==> config.mk <==
export PLATFORM = sky130hd
export DESIGN_NAME = text_encoding_sniffer_top_flat
export DESIGN_NICKNAME = d
export VERILOG_FILES = /design/src/rtl/tes_pkg.sv /design/src/rtl/tes_if.sv /design/src/rtl/text_encoding_sniffer_top.sv /design/src/flat_wrapper.sv
export VERILOG_INCLUDE_DIRS = /design/src /design/src/rtl
export SDC_FILE = /design/constraint.sdc
export NUM_CORES = 1
export LEC_CHECK = 0
export ABC_AREA = 1
export BUFFER_PORTS_ARGS = -buffer_cell sky130_fd_sc_hd__buf_2
export CORE_ASPECT_RATIO = 1.4
export CORE_MARGIN = 2
export CORE_UTILIZATION = 50
export CTS_CLUSTER_SIZE = 8
export DETAILED_ROUTE_END_ITERATION = 7
export PLACE_DENSITY = 0.65
export SKIP_CTS_REPAIR_TIMING = 1
export SYNTH_ARGS = -nofsm -noshare
export SYNTH_HDL_FRONTEND = slang
export SYNTH_SLANG_ARGS = --single-unit
==> constraint.sdc <==
create_clock -name clk -period 7.7 [get_ports clk]
set_input_delay 0.77 -clock clk [delete_from_list [all_inputs] [get_ports clk]]
set_output_delay 0.77 -clock clk [all_outputs]
set_load 0.1 [all_outputs]
==> src/rtl/text_encoding_sniffer_top_defines.svh <==
// Assertion helpers for the encoding sniffer, clocked on clk and held off in reset.
`ifndef TEXT_ENCODING_SNIFFER_TOP_DEFINES_SVH
`define TEXT_ENCODING_SNIFFER_TOP_DEFINES_SVH

// Same-cycle implication.
`define TES_ASSERT_NOW(lbl, ante, cons, msg) \
    lbl: assert property (@(posedge clk) disable iff (!rst_n) (ante) |-> (cons)) \
        else $error(msg);

// Next-cycle implication.
`define TES_ASSERT_NEXT(lbl, ante, cons, msg) \
    lbl: assert property (@(posedge clk) disable iff (!rst_n) (ante) |=> (cons)) \
        else $error(msg);

`endif

==> src/rtl/tes_pkg.sv <==
`default_nettype none

package tes_pkg;

    localparam int COUNT_WIDTH_DEFAULT = 32;

    typedef logic [7:0] byte_t;
    typedef logic [2:0] enc_t;
    typedef logic [2:0] mark_len_t;

    // Encoding codes
    localparam enc_t ENC_UTF8    = 3'd0;
    localparam enc_t ENC_UTF16LE = 3'd1;
    localparam enc_t ENC_UTF16BE = 3'd2;
    localparam enc_t ENC_UTF32LE = 3'd3;
    localparam enc_t ENC_UTF32BE = 3'd4;
    localparam enc_t ENC_LATIN1  = 3'd5;

    // Byte-order mark lengths
    localparam mark_len_t MARK_NONE  = 3'd0;
    localparam mark_len_t MARK_UTF16 = 3'd2;
    localparam mark_len_t MARK_UTF8  = 3'd3;
    localparam mark_len_t MARK_UTF32 = 3'd4;

    // Byte-order mark bytes
    localparam byte_t BOM_NUL = 8'h00;
    localparam byte_t BOM_FF  = 8'hFF;
    localparam byte_t BOM_FE  = 8'hFE;
    localparam byte_t BOM_EF  = 8'hEF;
    localparam byte_t BOM_BB  = 8'hBB;
    localparam byte_t BOM_BF  = 8'hBF;

    // UTF-8 lead and continuation patterns
    localparam byte_t HIGH_BIT   = 8'h80;
    localparam byte_t CONT_MASK  = 8'hC0;
    localparam byte_t CONT_PAT   = 8'h80;
    localparam byte_t LEAD2_MASK = 8'hE0;
    localparam byte_t LEAD2_PAT  = 8'hC0;
    localparam byte_t LEAD3_MASK = 8'hF0;
    localparam byte_t LEAD3_PAT  = 8'hE0;
    localparam byte_t LEAD4_MASK = 8'hF8;
    localparam byte_t LEAD4_PAT  = 8'hF0;

endpackage

`default_nettype wire

==> src/rtl/tes_if.sv <==
`default_nettype none

// Byte stream channel.
interface tes_byte_if;
    import tes_pkg::*;

    logic  valid;
    logic  ready;
    byte_t data_byte;
    logic  last;
    logic  empty_buffer;

    modport source (output valid, output data_byte, output last, output empty_buffer,
                    input ready);
    modport sink   (input valid, input data_byte, input last, input empty_buffer,
                    output ready);
endinterface

// Verdict channel.
interface tes_verdict_if;
    import tes_pkg::*;

    logic      valid;
    logic      ready;
    enc_t      encoding;
    mark_len_t mark_length;

    modport source (output valid, output encoding, output mark_length, input ready);
    modport sink   (input valid, input encoding, input mark_length, output ready);
endinterface

`default_nettype wire

==> src/rtl/text_encoding_sniffer_top.sv <==
`default_nettype none
// Path: the byte that ends a buffer passes the input register and snapshot; its verdict is then registered.
// Throughput: one byte per cycle while the verdict side does not back up; set by the counter and UTF-8 state update.
// Stages: input register, accumulate/snapshot, decide/output register; each holds on stall.
// Reset: rst_n is asynchronous, active low; it empties all stages and clears the
// accumulators to an empty buffer.
`include "text_encoding_sniffer_top_defines.svh"

module text_encoding_sniffer_top #(
    parameter int COUNT_WIDTH = tes_pkg::COUNT_WIDTH_DEFAULT
) (
    input  wire logic   clk,
    input  wire logic   rst_n,
    tes_byte_if.sink    byte_stream,
    tes_verdict_if.source verdict
);
    import tes_pkg::*;

    localparam int CW = COUNT_WIDTH;

    // ------------------------------------------------------------------
    // Stage handshakes. Each stage moves when the next one is free or
    // moving; a byte that does not end a buffer needs no snapshot slot,
    // so it never waits on the output side.
    // ------------------------------------------------------------------
    logic in_valid_reg;
    logic snap_valid_reg;
    logic out_valid_reg;

    logic out_take;
    logic snap_free;
    logic item_ends;
    logic acc_fire;
    logic in_free;

    assign out_take  = !out_valid_reg || verdict.ready;
    assign snap_free = !snap_valid_reg || out_take;
    assign acc_fire  = in_valid_reg && (!item_ends || snap_free);
    assign in_free   = !in_valid_reg || acc_fire;

    assign byte_stream.ready = in_free;

    // ------------------------------------------------------------------
    // Input register: capture one transfer.
    // ------------------------------------------------------------------
    byte_t in_byte_reg;
    logic  in_last_reg;
    logic  in_empty_reg;

    always_ff @(posedge clk or negedge rst_n)
    begin
        if (!rst_n)
        begin
            in_valid_reg <= 1'b0;
        end
        else if (in_free)
        begin
            in_valid_reg <= byte_stream.valid;
        end
    end

    always_ff @(posedge clk)
    begin
        if (in_free && byte_stream.valid)
        begin
            in_byte_reg  <= byte_stream.data_byte;
            in_last_reg  <= byte_stream.last;
            in_empty_reg <= byte_stream.empty_buffer;
        end
    end

    // An empty-buffer item ends the buffer whatever its last bit says.
    assign item_ends = in_last_reg || in_empty_reg;

    // ------------------------------------------------------------------
    // Accumulators for the buffer in progress.
    // ------------------------------------------------------------------
    logic [31:0]   head_reg;
    logic [CW-1:0] total_reg;
    logic [CW-1:0] zeros_even_reg;
    logic [CW-1:0] zeros_odd_reg;
    logic [CW-1:0] zeros_low_reg;
    logic [CW-1:0] zeros_high_reg;
    logic          high_seen_reg;
    logic [1:0]    cont_left_reg;
    logic          utf8_ok_reg;
    logic [1:0]    phase_reg;

    // State after taking the byte in the input register.
    logic [31:0]   head_next;
    logic [CW-1:0] total_next;
    logic [CW-1:0] zeros_even_next;
    logic [CW-1:0] zeros_odd_next;
    logic [CW-1:0] zeros_low_next;
    logic [CW-1:0] zeros_high_next;
    logic          high_seen_next;
    logic [1:0]    cont_left_next;
    logic          utf8_ok_next;
    logic [1:0]    phase_next;

    logic          is_zero;

    always_comb
    begin
        is_zero = (in_byte_reg == BOM_NUL);

        // Keep the first four bytes, byte k in lane k.
        head_next = head_reg;
        if (total_reg < CW'(4))
        begin
            head_next[{total_reg[1:0], 3'b000} +: 8] = in_byte_reg;
        end

        // Saturating zero counts by position parity and pair within four.
        zeros_even_next = zeros_even_reg;
        zeros_odd_next  = zeros_odd_reg;
        zeros_low_next  = zeros_low_reg;
        zeros_high_next = zeros_high_reg;
        if (is_zero)
        begin
            if (!phase_reg[0])
            begin
                zeros_even_next = (&zeros_even_reg) ? zeros_even_reg : zeros_even_reg + 1'b1;
            end
            else
            begin
                zeros_odd_next = (&zeros_odd_reg) ? zeros_odd_reg : zeros_odd_reg + 1'b1;
            end
            if (!phase_reg[1])
            begin
                zeros_low_next = (&zeros_low_reg) ? zeros_low_reg : zeros_low_reg + 1'b1;
            end
            else
            begin
                zeros_high_next = (&zeros_high_reg) ? zeros_high_reg : zeros_high_reg + 1'b1;
            end
        end

        high_seen_next = high_seen_reg || ((in_byte_reg & HIGH_BIT) != 8'h00);

        // UTF-8 lead and continuation tracking.
        cont_left_next = cont_left_reg;
        utf8_ok_next   = utf8_ok_reg;
        if (cont_left_reg != 2'd0)
        begin
            if ((in_byte_reg & CONT_MASK) != CONT_PAT)
            begin
                utf8_ok_next = 1'b0;
            end
            cont_left_next = cont_left_reg - 2'd1;
        end
        else if ((in_byte_reg & HIGH_BIT) == 8'h00)
        begin
            cont_left_next = 2'd0;
        end
        else if ((in_byte_reg & LEAD2_MASK) == LEAD2_PAT)
        begin
            cont_left_next = 2'd1;
        end
        else if ((in_byte_reg & LEAD3_MASK) == LEAD3_PAT)
        begin
            cont_left_next = 2'd2;
        end
        else if ((in_byte_reg & LEAD4_MASK) == LEAD4_PAT)
        begin
            cont_left_next = 2'd3;
        end
        else
        begin
            utf8_ok_next = 1'b0;
        end

        total_next = (&total_reg) ? total_reg : total_reg + 1'b1;
        phase_next = phase_reg + 2'd1;
    end

    always_ff @(posedge clk or negedge rst_n)
    begin
        if (!rst_n)
        begin
            head_reg       <= '0;
            total_reg      <= '0;
            zeros_even_reg <= '0;
            zeros_odd_reg  <= '0;
            zeros_low_reg  <= '0;
            zeros_high_reg <= '0;
            high_seen_reg  <= 1'b0;
            cont_left_reg  <= 2'd0;
            utf8_ok_reg    <= 1'b1;
            phase_reg      <= 2'd0;
        end
        else if (acc_fire)
        begin
            if (item_ends)
            begin
                // Drop everything once the buffer is handed to the snapshot.
                head_reg       <= '0;
                total_reg      <= '0;
                zeros_even_reg <= '0;
                zeros_odd_reg  <= '0;
                zeros_low_reg  <= '0;
                zeros_high_reg <= '0;
                high_seen_reg  <= 1'b0;
                cont_left_reg  <= 2'd0;
                utf8_ok_reg    <= 1'b1;
                phase_reg      <= 2'd0;
            end
            else
            begin
                head_reg       <= head_next;
                total_reg      <= total_next;
                zeros_even_reg <= zeros_even_next;
                zeros_odd_reg  <= zeros_odd_next;
                zeros_low_reg  <= zeros_low_next;
                zeros_high_reg <= zeros_high_next;
                high_seen_reg  <= high_seen_next;
                cont_left_reg  <= cont_left_next;
                utf8_ok_reg    <= utf8_ok_next;
                phase_reg      <= phase_next;
            end
        end
    end

    // ------------------------------------------------------------------
    // Snapshot of a finished buffer. An empty-buffer item snapshots the
    // cleared state, which the decision maps to UTF-8 with no mark.
    // ------------------------------------------------------------------
    logic [31:0]   snap_head_reg;
    logic [CW-1:0] snap_total_reg;
    logic [CW-1:0] snap_even_reg;
    logic [CW-1:0] snap_odd_reg;
    logic [CW-1:0] snap_low_reg;
    logic [CW-1:0] snap_high_reg;
    logic          snap_high_seen_reg;
    logic [1:0]    snap_cont_reg;
    logic          snap_ok_reg;

    logic snap_load;
    assign snap_load = acc_fire && item_ends;

    always_ff @(posedge clk or negedge rst_n)
    begin
        if (!rst_n)
        begin
            snap_valid_reg <= 1'b0;
        end
        else if (snap_free)
        begin
            snap_valid_reg <= snap_load;
        end
    end

    always_ff @(posedge clk)
    begin
        if (snap_load)
        begin
            if (in_empty_reg)
            begin
                snap_head_reg      <= '0;
                snap_total_reg     <= '0;
                snap_even_reg      <= '0;
                snap_odd_reg       <= '0;
                snap_low_reg       <= '0;
                snap_high_reg      <= '0;
                snap_high_seen_reg <= 1'b0;
                snap_cont_reg      <= 2'd0;
                snap_ok_reg        <= 1'b1;
            end
            else
            begin
                snap_head_reg      <= head_next;
                snap_total_reg     <= total_next;
                snap_even_reg      <= zeros_even_next;
                snap_odd_reg       <= zeros_odd_next;
                snap_low_reg       <= zeros_low_next;
                snap_high_reg      <= zeros_high_next;
                snap_high_seen_reg <= high_seen_next;
                snap_cont_reg      <= cont_left_next;
                snap_ok_reg        <= utf8_ok_next;
            end
        end
    end

    // ------------------------------------------------------------------
    // Decision: mark rules first, then zero statistics, then UTF-8 check.
    // ------------------------------------------------------------------
    byte_t       b0;
    byte_t       b1;
    byte_t       b2;
    byte_t       b3;
    logic        has2;
    logic        has3;
    logic        has4;
    logic [CW:0]   nulls;
    logic [CW+1:0] nulls_twice;
    logic        any_zero;
    logic        mostly_zero;
    enc_t        enc_next;
    mark_len_t   mark_next;

    always_comb
    begin
        b0 = snap_head_reg[7:0];
        b1 = snap_head_reg[15:8];
        b2 = snap_head_reg[23:16];
        b3 = snap_head_reg[31:24];
        has2 = (snap_total_reg >= CW'(2));
        has3 = (snap_total_reg >= CW'(3));
        has4 = (snap_total_reg >= CW'(4));

        nulls       = {1'b0, snap_even_reg} + {1'b0, snap_odd_reg};
        nulls_twice = {nulls, 1'b0};
        any_zero    = (|snap_even_reg) || (|snap_odd_reg);
        mostly_zero = (nulls_twice > {2'b00, snap_total_reg});

        mark_next = MARK_NONE;
        if (has4 && b0 == BOM_FF && b1 == BOM_FE && b2 == BOM_NUL && b3 == BOM_NUL)
        begin
            enc_next  = ENC_UTF32LE;
            mark_next = MARK_UTF32;
        end
        else if (has4 && b0 == BOM_NUL && b1 == BOM_NUL && b2 == BOM_FE && b3 == BOM_FF)
        begin
            enc_next  = ENC_UTF32BE;
            mark_next = MARK_UTF32;
        end
        else if (has3 && b0 == BOM_EF && b1 == BOM_BB && b2 == BOM_BF)
        begin
            enc_next  = ENC_UTF8;
            mark_next = MARK_UTF8;
        end
        else if (has2 && b0 == BOM_FF && b1 == BOM_FE)
        begin
            enc_next  = ENC_UTF16LE;
            mark_next = MARK_UTF16;
        end
        else if (has2 && b0 == BOM_FE && b1 == BOM_FF)
        begin
            enc_next  = ENC_UTF16BE;
            mark_next = MARK_UTF16;
        end
        else if (any_zero)
        begin
            // Ties fall to little endian.
            if (mostly_zero)
            begin
                enc_next = (snap_low_reg > snap_high_reg) ? ENC_UTF32BE : ENC_UTF32LE;
            end
            else
            begin
                enc_next = (snap_even_reg > snap_odd_reg) ? ENC_UTF16BE : ENC_UTF16LE;
            end
        end
        else if (snap_ok_reg && snap_cont_reg == 2'd0)
        begin
            enc_next = ENC_UTF8;
        end
        else if (snap_high_seen_reg)
        begin
            enc_next = ENC_LATIN1;
        end
        else
        begin
            enc_next = ENC_UTF8;
        end
    end

    // ------------------------------------------------------------------
    // Output register: hold the verdict until its transfer.
    // ------------------------------------------------------------------
    enc_t      out_enc_reg;
    mark_len_t out_mark_reg;

    always_ff @(posedge clk or negedge rst_n)
    begin
        if (!rst_n)
        begin
            out_valid_reg <= 1'b0;
        end
        else if (out_take)
        begin
            out_valid_reg <= snap_valid_reg;
        end
    end

    always_ff @(posedge clk)
    begin
        if (out_take && snap_valid_reg)
        begin
            out_enc_reg  <= enc_next;
            out_mark_reg <= mark_next;
        end
    end

    assign verdict.valid       = out_valid_reg;
    assign verdict.encoding    = out_enc_reg;
    assign verdict.mark_length = out_mark_reg;

    // ------------------------------------------------------------------
    // Assertions
    // ------------------------------------------------------------------
    `TES_ASSERT_NEXT(a_end_reaches_snapshot, snap_load, snap_valid_reg,
        "finished buffer did not reach the snapshot stage")
    `TES_ASSERT_NEXT(a_snapshot_holds, snap_valid_reg && !out_take, snap_valid_reg,
        "snapshot lost while the output was stalled")
    `TES_ASSERT_NOW(a_mark3_is_utf8, out_valid_reg && out_mark_reg == MARK_UTF8,
        out_enc_reg == ENC_UTF8, "three-byte mark with a non-UTF-8 verdict")
    `TES_ASSERT_NOW(a_mark4_is_utf32, out_valid_reg && out_mark_reg == MARK_UTF32,
        out_enc_reg == ENC_UTF32LE || out_enc_reg == ENC_UTF32BE,
        "four-byte mark with a non-UTF-32 verdict")

endmodule

`default_nettype wire

==> src/flat_wrapper.sv <==
// flat-port wrapper written by rule: the top's interface ports become plain ports
module text_encoding_sniffer_top_flat import tes_pkg::*;
#(
    parameter int COUNT_WIDTH = tes_pkg::COUNT_WIDTH_DEFAULT
)
  (clk, rst_n, byte_stream_valid, byte_stream_data_byte, byte_stream_last, byte_stream_empty_buffer, byte_stream_ready, verdict_valid, verdict_encoding, verdict_mark_length, verdict_ready);
  tes_byte_if byte_stream_i ();
  tes_verdict_if verdict_i ();
  input  wire logic clk;
  input  wire logic rst_n;
  input wire logic [$bits(byte_stream_i.valid)-1:0] byte_stream_valid;
  input wire logic [$bits(byte_stream_i.data_byte)-1:0] byte_stream_data_byte;
  input wire logic [$bits(byte_stream_i.last)-1:0] byte_stream_last;
  input wire logic [$bits(byte_stream_i.empty_buffer)-1:0] byte_stream_empty_buffer;
  output wire logic [$bits(byte_stream_i.ready)-1:0] byte_stream_ready;
  output wire logic [$bits(verdict_i.valid)-1:0] verdict_valid;
  output wire logic [$bits(verdict_i.encoding)-1:0] verdict_encoding;
  output wire logic [$bits(verdict_i.mark_length)-1:0] verdict_mark_length;
  input wire logic [$bits(verdict_i.ready)-1:0] verdict_ready;
  assign byte_stream_i.valid = byte_stream_valid;
  assign byte_stream_i.data_byte = byte_stream_data_byte;
  assign byte_stream_i.last = byte_stream_last;
  assign byte_stream_i.empty_buffer = byte_stream_empty_buffer;
  assign byte_stream_ready = byte_stream_i.ready;
  assign verdict_valid = verdict_i.valid;
  assign verdict_encoding = verdict_i.encoding;
  assign verdict_mark_length = verdict_i.mark_length;
  assign verdict_i.ready = verdict_ready;
  text_encoding_sniffer_top #(.COUNT_WIDTH(COUNT_WIDTH)) u_core (.clk(clk), .rst_n(rst_n), .byte_stream(byte_stream_i), .verdict(verdict_i));
endmodule
==> results.json, run 1 <==
{
  "fin_tns_setup_ns": 0,
  "critPathMaxFanout": 4,
  "drv_slew": 0,
  "final_nets": 3108,
  "area_growth_syn_to_layout_pct": 9.70,
  "grt_pass1_vias": 20357,
  "cts-root-buf": "clkbuf_16",
  "final_area_um2": 27000,
  "post_dp_cell_area_um2": 25400,
  "seqPwrFrac": 0.450,
  "hold_viol": 0,
  "p_int_uw": 4050,
  "cp-start-kind": "flip-flop",
  "viasPerCell": 5.55,
  "synth_edf_count": 212,
  "synthMuxAreaShare": 0,
  "yosys_register_bits": 413,
  "skew_ns": 0.0199,
  "grt.total_usage": 0.265,
  "p_sw_frac": 0.279,
  "reg2reg_setup_slack_ns": 3.42,
  "synth_top_family_by_area": "simple AND/OR/NAND/NOR gates",
  "hold_path_class": "primary input to asynchronous set/reset pin",
  "avgRoutedWirePerCell_um": 18.4,
  "postRouteAntennaNets": 0,
  "cts_made_buffers": 57,
  "fp.dieW_um": 192,
  "r2r-start": "u_core.snap_odd_reg[0]$_SDFFCE_PP0P_",
  "grt_use_met1": 0.315,
  "grt.busiest_layer": "met2",
  "worstMarginPinSlew_ns": 1.14,
  "pwr_density_cell_nw_per_um2": 208,
  "p_comb_frac": 0.136,
  "grt_pass1_wl_mm": 107,
  "max_slew_margin": 0.243,
  "crit_type": "flip-flop to flip-flop",
  "pwr-share-clk": 0.414,
  "peakVddDrop_v": 0.000191,
  "place_congestion": 0.961,
  "cts_tree": "done",
  "die-area_um2": 51000,
  "avgSynthCellArea_um2": 8.36,
  "drc": 0,
  "cap_violations": 0,
  "synth_warnings": 0,
  "power.switching_uw": 1570,
  "path_clk_slew_ns": 0.06,
  "synth_fa_ha_area_frac": 0.0705,
  "yosysMostFrequentCell": "nand2_1",
  "hpwl_mm": 48.7,
  "grt_max_degree": 159,
  "coreArea_um2": 48800,
  "synth_top_area_frac": 0.259,
  "drt_wl_total_mm": 66.8,
  "syn_area_um2": 24600,
  "dieHeight_um": 267,
  "endpoint_kind": "flip-flop",
  "start_util": 0.505,
  "yosys.area.top_type": "edfxtp_1",
  "overflow": 0,
  "crit_required_ns": 8.03,
  "clock_path_buffers": 3,
  "dr.pass1.iters": 5,
  "setup_viol": 0,
  "status": "completed",
  "htree_levels": 2,
  "use_met3": 0.0242,
  "post-route-period-util": 0.556,
  "crit_start": "u_core.snap_odd_reg[0]$_SDFFCE_PP0P_",
  "route.vias.total": 20191,
  "synth_area_leaders": "edfxtp_1 26%, dfrtp_1 20%, nand2_1 7.6%, ha_1 7.0%, inv_1 6.7%",
  "synth_cell_types": 56,
  "cp_data_arrival_time_ns": 4.61,
  "finalCriticalPeriod_ns": 4.28,
  "leakage_uw": 0.0114,
  "met2_usage": 0.488,
  "io_buffers": 21,
  "ys.flop_type": "edfxtp_1",
  "syn_inst": 2943,
  "ios": 22,
  "antenna_found_initial": 0,
  "insertion_delay_ns": 0.59,
  "cts_sinks": 413,
  "synthXorXnorAreaFrac": 0.0577,
  "async_flop_share": 0.487,
  "synth_compound_area_frac": 0.0960,
  "ys_seq_area_frac": 0.463,
  "antenna_cells": 0,
  "max_freq_ghz": 0.233,
  "drive_above_1_share": 0.0547,
  "syn-num-nets": 3095,
  "ys_top_cells_by_count": "497 x nand2_1, 437 x inv_1, 347 x nor2_1",
  "rsz0062_at_grt": "no",
  "synth-simple-area-share": 0.232,
  "drt-initial-drc-count": 1385,
  "rows": 96
}
[worst paths after layout]
kind                                                                  to  cells past startpoint
worst max-delay path            u_core.verdict.encoding[0]$_SDFFCE_PP1P_                     27
worst min-delay path                      u_core.head_reg[1]$_DFFE_PN0P_                      1
worst max register to register  u_core.verdict.encoding[0]$_SDFFCE_PP1P_                     27
worst min register to register            u_core.head_reg[5]$_DFFE_PN0P_                      2
max in group asynchronous           u_core.zeros_odd_reg[17]$_DFFE_PN0P_                      2
min in group clk                         u_core.in_byte_reg[7]$_DFFE_PP_                      1
[per-stage QoR]
| step | cells | setup slack, ns | power [µW] | utilization | hold slack, ns |
|---|---|---|---|---|---|
| finish | 3635 | 3.42 | 5630 | 0.554 | 0.167 |
| global placement | 3534 | 3.48 | 3320 | 0.520 | 0.467 |
| detailed placement | 3534 | 3.46 | 3340 | 0.520 | 0.477 |
| CTS | 3635 | 3.44 | 5670 | 0.554 | 0.167 |
| global route | 3635 | 2.89 | 5860 | 0.554 | 0.194 |
| floorplan | 2943 | 1.65 | 3090 | - | 0.453 |
[layer usage]
metal	wire, µm	up-vias
met5	0	-
li1	-	9838
met3	2320	153
met1	26800	9713
met4	2700	0
met2	35000	487
[cell type report]
| cell class | instances | area (µm²) |
|---|---|---|
| Tap cell | 637 | 797 |
| Timing Repair Buffer | 31 | 214 |
| Clock inverter | 1 | 16.3 |
| Clock buffer | 100 | 1620 |
| Multi-Input combinational cell | 2005 | 11300 |
| Sequential cell | 413 | 11400 |
| Inverter | 448 | 1700 |
| Fill cell | 4560 | 21800 |
[critical path: stages, from the launching register on]
cell      delay, ns
edfxtp_1       0.39
ha_1           0.18
inv_1          0.06
fa_1           0.41
nor3_1         0.22
nor2_1         0.10
o21ai_1        0.28
nand3_1        0.11
nand2_1        0.15
a21boi_1       0.11
o21bai_1       0.22
a21boi_1       0.13
xor2_1         0.16
ha_1           0.31
a21oi_1        0.15
nor2_1         0.06
a211oi_1       0.19
nand2_1        0.09
nand2_1        0.06
nand2_1        0.05
nand2_1        0.15
nand2_1        0.10
nand2_1        0.07
nand3_1        0.06
nand2_1        0.07
nand2_1        0.04
nand2_1        0.05
nand2_1        0.05
[power groups by stage]
stage | registers [µW] | clock network (µW) | logic, µW
global placement | 2570 | 0 | 747
floorplan | 2580 | 0 | 506
finish | 2530 | 2330 | 764
CTS | 2530 | 2370 | 769
global route | 2540 | 2460 | 859
detailed placement | 2570 | 0 | 764
[cell usage in the layout, fill, tap and decap left out, types with 3 or more instances in the layout]
| cell type | instances |
|---|---|
| buf_4 | 8 |
| nand4_1 | 62 |
| nor2_2 | 16 |
| nor3_1 | 106 |
| dfrtp_1 | 200 |
| nor3_2 | 6 |
| and2_1 | 22 |
| o21bai_1 | 4 |
| o21ai_0 | 160 |
| inv_1 | 435 |
| nand2_1 | 497 |
| inv_2 | 6 |
| nand2_2 | 13 |
| a22o_1 | 9 |
| o211ai_1 | 3 |
| nor2_1 | 345 |
| clkbuf_1 | 41 |
| ha_1 | 137 |
| nor4_1 | 63 |
| xor2_1 | 157 |
| and3_1 | 4 |
| a21oi_1 | 126 |
| edfxtp_1 | 212 |
| clkbuf_16 | 58 |
| nand3b_1 | 7 |
| or2_2 | 12 |
| nand2_4 | 5 |
| o21ai_1 | 7 |
| nor2_4 | 4 |
| o22ai_1 | 92 |
| xnor2_1 | 5 |
| clkinv_1 | 3 |
| nand3_1 | 104 |
| or2_1 | 3 |
| a31oi_1 | 10 |
| buf_2 | 20 |
[cells by family after synthesis]
group / Yosys count
adders and majority gates: 138
buffers and inverters: 525
DFF: 413
AOI/OAI and AO/OA: 427
and+or+nand+nor: 1278
xor gates and xnor gates: 162
(Power assumes the default switching activity.)
==> run 2: changes to the inputs <==
- ABC_AREA: 1 -> 0
- clock period: 7.7 -> 4 ns (I/O delays scaled with it)
==> run 2 against run 1 <==
  * The flow now finishes with violations (hold timing, setup timing)
  * Core utilization grew 3.2 points
  * Sequential share of layout area shrank 2.5 points
  * Critical endpoint is now u_core.verdict.encoding[1]$_SDFFCE_PP1P_
  * Final cell count shrank 4.2%
  * Sequential power grew 94%
  * Critical path depth shrank 8
  * Clock skew grew 0.015 ns
  * Die area grew 0.78%
  * Critical path type unchanged
  * Sequential cell count is the same
  * Via count grew 2.3%
  * Cell area grew 6.4%
  * Highest routed layer unchanged
==> results.json, run 2 <==
{
  "hold_depth": 2,
  "drive_above_1_share": 0.128,
  "grt_max_degree": 197,
  "cap_violations": 0,
  "power.switching_uw": 3220,
  "pwr_density_cell_nw_per_um2": 398,
  "path_clk_slew_ns": 0.06,
  "critPathMaxFanout": 3,
  "grt_pass1_wl_mm": 109,
  "timing.final.ws_setup_ns": -0.577,
  "p_comb_frac": 0.172,
  "drt-initial-drc-count": 1402,
  "peakVddDrop_v": 0.000427,
  "synth_warnings": 0,
  "final_nets": 2952,
  "pwr-share-clk": 0.399,
  "status": "finished, violations left",
  "drc": 0,
  "seqPwrFrac": 0.428,
  "cp_cell_sequence": "ha_2, or3_1, or4_4, a31oi_4, o31a_2, nor2_2, a211o_1, buf_4, xnor2_1, ha_1, nand4_1, buf_4, nor2_1, a221oi_1, o211ai_1, a2bb2oi_4, nor2b_4, a21oi_2, o311ai_1",
  "syn_area_um2": 24800,
  "place_congestion": 0.937,
  "area_growth_syn_to_layout_pct": 15.8,
  "fp.dieW_um": 192,
  "cts-root-buf": "clkbuf_16",
  "postLayoutCoreUtil": 0.586,
  "grt_pass1_vias": 20715,
  "io_buffers": 21,
  "viasPerCell": 5.93,
  "synth_top_area_frac": 0.257,
  "postRouteAntennaNets": 0,
  "cp_slowest_cell": "or4_4",
  "htree_levels": 2,
  "final_cell_mix": "281 x nand2_1, 247 x nor2_1, 212 x edfxtp_1",
  "crit_path_max_incr_delay_ns": 0.45,
  "reg2reg_depth": 19,
  "crit_top_cell": "buf_4",
  "endpoint_kind": "flip-flop",
  "yosys_register_bits": 413,
  "synth_area_leaders": "edfxtp_1 26%, dfrtp_1 20%, ha_1 6.9%, o21ai_0 4.3%, nand2_1 4.3%",
  "r2r-start": "u_core.snap_even_reg[5]$_SDFFCE_PP0P_",
  "fillerInstances": 4281,
  "coreArea_um2": 49000,
  "crit_type": "flip-flop to flip-flop",
  "overflow": 0,
  "cp_data_arrival_time_ns": 4.96,
  "syn_inst": 2661,
  "dieHeight_um": 268,
  "drt_wl_total_mm": 68.2,
  "cp-start-kind": "flip-flop",
  "syn-num-nets": 2813,
  "mostFrequentLayoutCell": "nand2_1",
  "hold_path_class": "primary input to flip-flop",
  "worstMarginPinSlew_ns": 1.01,
  "yosysMostFrequentCell": "nand2_1",
  "async_flop_share": 0.487,
  "register_area_um2": 11400,
  "cts_made_buffers": 57,
  "ys_seq_area_frac": 0.459,
  "finalPower_uw": 11400,
  "synth_cell_types": 90,
  "holdWs_ns": -0.0144,
  "avgRoutedWirePerCell_um": 19.6,
  "skew_ns": 0.0351,
  "ys.flop_type": "edfxtp_1",
  "leakage_uw": 0.0115,
  "finalCriticalPeriod_ns": 4.58,
  "max_slew_margin": 0.320,
  "rows": 96,
  "p_int_uw": 8220,
  "grt.total_usage": 0.267,
  "synth_edf_count": 212,
  "hold_viol": 1,
  "multi_input_area_um2": 12500,
  "ios": 22,
  "antenna_cells": 0,
  "clock_path_buffers": 3,
  "dr.pass1.iters": 5,
  "violations": "hold timing, setup timing",
  "ys_top_cells_by_count": "282 x nand2_1, 251 x nor2_1, 215 x o21ai_0",
  "crit_start": "u_core.snap_even_reg[5]$_SDFFCE_PP0P_",
  "cts_sinks": 413,
  "p_sw_frac": 0.281,
  "start_util": 0.506,
  "crit_required_ns": 4.39,
  "max_freq_ghz": 0.219,
  "drv_slew": 0,
  "yosys.area.top_type": "edfxtp_1",
  "die-area_um2": 51400,
  "antenna_found_initial": 0,
  "insertion_delay_ns": 0.61,
  "post-route-period-util": 1.14,
  "setup_viol": 3,
  "route.vias.total": 20656,
  "hp-start": "byte_stream_valid",
  "cts_tree": "done",
  "hpwl_mm": 47.5,
  "rsz0062_at_grt": "yes",
  "avgSynthCellArea_um2": 9.32,
  "pre_cts_slack_ns": -0.674
}
==> run 2: cell type report <==
class / instances / area share
clock inverters: 2 / 0.00126
clock buffers: 104 / 0.0569
multi-input cells: 1943 / 0.434
flip-flops and latches: 413 / 0.397
inverters: 151 / 0.0197
repair buffers: 234 / 0.0632
well taps: 637 / 0.0278
==> run 2: stage by stage <==
| step | area [µm²] | TNS, ns | std cells | hold slack (ns) |
|---|---|---|---|---|
| finish | 28700 | -1.43 | 3484 | -0.0144 |
| global route | 28700 | -2.10 | 3484 | -0.00538 |
| CTS | 28400 | -1.95 | 3465 | -0.0899 |
| detailed placement | 26700 | -1.83 | 3359 | 0.480 |
| global placement | 26700 | -1.45 | 3359 | 0.463 |
| floorplan | 24900 | -77.83 | 2661 | 0.104 |
==> run 2: final timing paths <==
kind / to / slack [ns]
worst max register to register: u_core.verdict.encoding[1]$_SDFFCE_PP1P_ / -0.58
worst max-delay path: u_core.verdict.encoding[1]$_SDFFCE_PP1P_ / -0.58
max in group asynchronous: u_core.zeros_even_reg[25]$_DFFE_PN0P_ / 2.55
min in group asynchronous: u_core.head_reg[6]$_DFFE_PN0P_ / 0.46
worst min register to register: u_core.verdict.valid$_DFFE_PN0N_ / 0.48
worst min-delay path: u_core.in_valid_reg$_DFFE_PN0N_ / -0.01
==> run 2: cells by family after synthesis <==
kind of cell,after synthesis,share of synthesized area
DFF,413,0.459
adders and majority gates,138,0.0699
xor gates and xnor gates,181,0.0639
muxes,5,0.00202
and+or+nand+nor,1013,0.203
buffers and inverters,305,0.0482
AOI/OAI and AO/OA,606,0.153
==> run 2: layer usage <==
layer  vias to the layer above  global-route usage  wire (µm)
li1                       9875                   -          -
met1                     10029               0.313      26600
met2                       550               0.476      34900
met3                       202              0.0284       2810
met4                         0               0.145       3850
met5                         -                   0          0
==> run 2: critical path, delay by kind of cell, from the launching register on <==
family                   cells  cell delay [ns]
XOR/XNOR                     1             0.12
adder cells (fa/ha/maj)      2             0.53
flip-flops                   1             0.43
buffers and inverters        2             0.29
AO/OA/AOI/OAI                8             1.74
AND/OR/NAND/NOR              6             1.29
==> run 2: power by group through the flow <==
stage / logic (µW) / clock network [µW] / registers, µW
after detailed placement: 1870 / 0 / 4970
after global routing: 2160 / 4800 / 4920
after CTS: 1880 / 4640 / 4890
final: 1970 / 4570 / 4900
after floorplan: 1090 / 0 / 4990
after global placement: 1830 / 0 / 4960
==> run 3: changes to the inputs <==
--- a/config.mk
+++ b/config.mk
@@ -15,3 +15,5 @@
 export DETAILED_ROUTE_END_ITERATION = 7
+export MAX_ROUTING_LAYER = met4
 export PLACE_DENSITY = 0.65
+export REMOVE_ABC_BUFFERS = 1
 export SKIP_CTS_REPAIR_TIMING = 1
--- a/constraint.sdc
+++ b/constraint.sdc
@@ -3,2 +3,2 @@
 set_output_delay 0.4 -clock clk [all_outputs]
-set_load 0.1 [all_outputs]
+set_load 0.005 [all_outputs]
==> run 3 against run 2 <==
  * The run still ends with hold timing, setup timing left
  * Combinational power down 4%
  * Core utilization about the same
  * Maximum frequency down 1.2%
  * Critical endpoint is now u_core.verdict.encoding[0]$_SDFFCE_PP1P_
==> results.json, run 3 (synthesis results as in run 2) <==
{
  "status": "finished, violations left",
  "violations": "hold timing, setup timing",
  "cp_slowest_cell": "or4_4",
  "hold_path_class": "primary input to asynchronous set/reset pin",
  "post-route-period-util": 1.16,
  "start_util": 0.506,
  "timing.final.ws_setup_ns": -0.633,
  "insertion_delay_ns": 0.60,
  "dieHeight_um": 268,
  "fp.dieW_um": 192,
  "final_nets": 2958,
  "cp_top_family": "simple AND/OR/NAND/NOR gates",
  "crit_required_ns": 4.33,
  "antenna_found_initial": 0,
  "critPathMaxFanout": 2,
  "crit_top_cell": "buf_6",
  "htree_levels": 2,
  "grt_pass1_wl_mm": 108,
  "ios": 22,
  "crit_path_max_incr_delay_ns": 0.51,
  "route.vias.total": 20750,
  "worst-path-buf-inv": 3,
  "viasPerCell": 5.95,
  "rows": 96,
  "hold_viol": 25,
  "setup_viol": 3,
  "p_comb_frac": 0.168,
  "avgRoutedWirePerCell_um": 19.4,
  "area_growth_syn_to_layout_pct": 15.8,
  "coreArea_um2": 49000,
  "hpwl_mm": 47.7,
  "cts-root-buf": "clkbuf_16",
  "cts_tree": "done",
  "fillerInstances": 4260,
  "crit_type": "flip-flop to flip-flop",
  "drc": 0,
  "cp_data_arrival_time_ns": 4.96,
  "cts_made_buffers": 57,
  "peakVddDrop_v": 0.000396,
  "skew_ns": 0.0229,
  "register_area_um2": 11400,
  "die-area_um2": 51400,
  "pwr-share-clk": 0.399,
  "endpoint_kind": "flip-flop",
  "finalCriticalPeriod_ns": 4.63,
  "drive_above_1_share": 0.126,
  "io_buffers": 21,
  "postRouteAntennaNets": 0,
  "drv_slew": 0,
  "rsz0062_at_grt": "yes",
  "pwr_density_cell_nw_per_um2": 394,
  "cts_sinks": 413,
  "grt.total_usage": 0.273,
  "mostFrequentLayoutCell": "nand2_1",
  "drt-initial-drc-count": 1537,
  "fin_tns_setup_ns": -1.78,
  "multi_input_area_um2": 12400,
  "cap_violations": 0,
  "overflow": 0,
  "max_slew_margin": 0.296,
  "grt_pass1_vias": 20684,
  "clock_path_buffers": 3,
  "max_freq_ghz": 0.216,
  "holdWs_ns": -0.108,
  "grt_max_degree": 197,
  "place_congestion": 0.913,
  "antenna_cells": 0,
  "leakage_uw": 0.0116,
  "power.switching_uw": 3110,
  "seqPwrFrac": 0.432,
  "path_clk_slew_ns": 0.06,
  "postLayoutCoreUtil": 0.586,
  "final_cell_mix": "281 x nand2_1, 249 x nor2_1, 214 x o21ai_0",
  "cp_cell_sequence": "ha_2, or3_1, or4_4, a31oi_4, buf_6, o31a_4, nor2_2, a211o_1, a221oi_2, xor2_1, ha_1, nand4_1, nor4_2, buf_4, and3b_2, a2bb2oi_4, nor2b_4, buf_6, a211oi_2, and3b_1",
  "worstMarginPinSlew_ns": 1.06,
  "cp-start-kind": "flip-flop",
  "p_sw_frac": 0.275,
  "p_int_uw": 8200,
  "dr.pass1.iters": 6,
  "drt_wl_total_mm": 67.7
}
run 3: per-stage QoR:
stage / hold slack (ns) / power (µW) / worst slack, ns / std cells / instance area [µm²]
floorplan: 0.104 / 6000 / -9.88 / 2507 / 24200
global placement: 0.471 / 6720 / -0.706 / 3371 / 26800
detailed placement: 0.466 / 6780 / -0.924 / 3371 / 26800
CTS: -0.0473 / 11300 / -0.950 / 3477 / 28400
global route: 0.0130 / 11800 / -0.800 / 3490 / 28700
finish: -0.108 / 11300 / -0.633 / 3490 / 28700
run 3: worst register-to-register path: stages (launching register included):
cell and delay [ns]:
edfxtp_1 0.39, ha_2 0.20, or3_1 0.37, or4_4 0.51, a31oi_4 0.17, buf_6 0.12
o31a_4 0.12, nor2_2 0.04, a211o_1 0.32, a221oi_2 0.27, xor2_1 0.11, ha_1 0.29
nand4_1 0.11, nor4_2 0.30, buf_4 0.16, and3b_2 0.20, a2bb2oi_4 0.07, nor2b_4 0.15
buf_6 0.11, a211oi_2 0.18, and3b_1 0.20
run 3: area by class of cell:
type | count | share of cell area
Tap cell | 637 | 0.0277
Clock inverter | 3 | 0.00131
Multi-Input combinational cell | 1943 | 0.432
Inverter | 151 | 0.0197
Sequential cell | 413 | 0.397
Clock buffer | 103 | 0.0560
Timing Repair Buffer | 240 | 0.0664
run 3: power groups by stage:
| stage | Combinational (µW) | Clock [µW] | Sequential, µW |
|---|---|---|---|
| final | 1900 | 4520 | 4890 |
| after global routing | 2100 | 4760 | 4910 |
| after CTS | 1820 | 4610 | 4890 |
| after detailed placement | 1810 | 0 | 4970 |
| after global placement | 1760 | 0 | 4960 |
| after floorplan | 1000 | 0 | 5000 |
run 3: final timing paths:
path,startpoint,cells after the start,slack [ns],endpoint
max in group asynchronous,rst_n,2,2.90,u_core.zeros_odd_reg[28]$_DFFE_PN0P_
setup reg to reg,u_core.snap_even_reg[4]$_SDFFCE_PP0P_,20,-0.63,u_core.verdict.encoding[0]$_SDFFCE_PP1P_
setup / recovery,u_core.snap_even_reg[4]$_SDFFCE_PP0P_,20,-0.63,u_core.verdict.encoding[0]$_SDFFCE_PP1P_
hold / removal,rst_n,1,-0.11,u_core.in_valid_reg$_DFFE_PN0N_
min in group clk,byte_stream_valid,2,0.01,u_core.in_valid_reg$_DFFE_PN0N_
hold reg to reg,u_core.snap_valid_reg$_DFFE_PN0P_,1,0.49,u_core.verdict.valid$_DFFE_PN0N_
run 3: per-layer routing:
metal / routed length [µm] / part of all wire / GRT usage
met1: 26500 / 0.39 / 0.308
met2: 34900 / 0.52 / 0.475
met3: 2660 / 0.039 / 0.0287
met4: 3630 / 0.054 / 0.145
met5: 0 / 0 / -
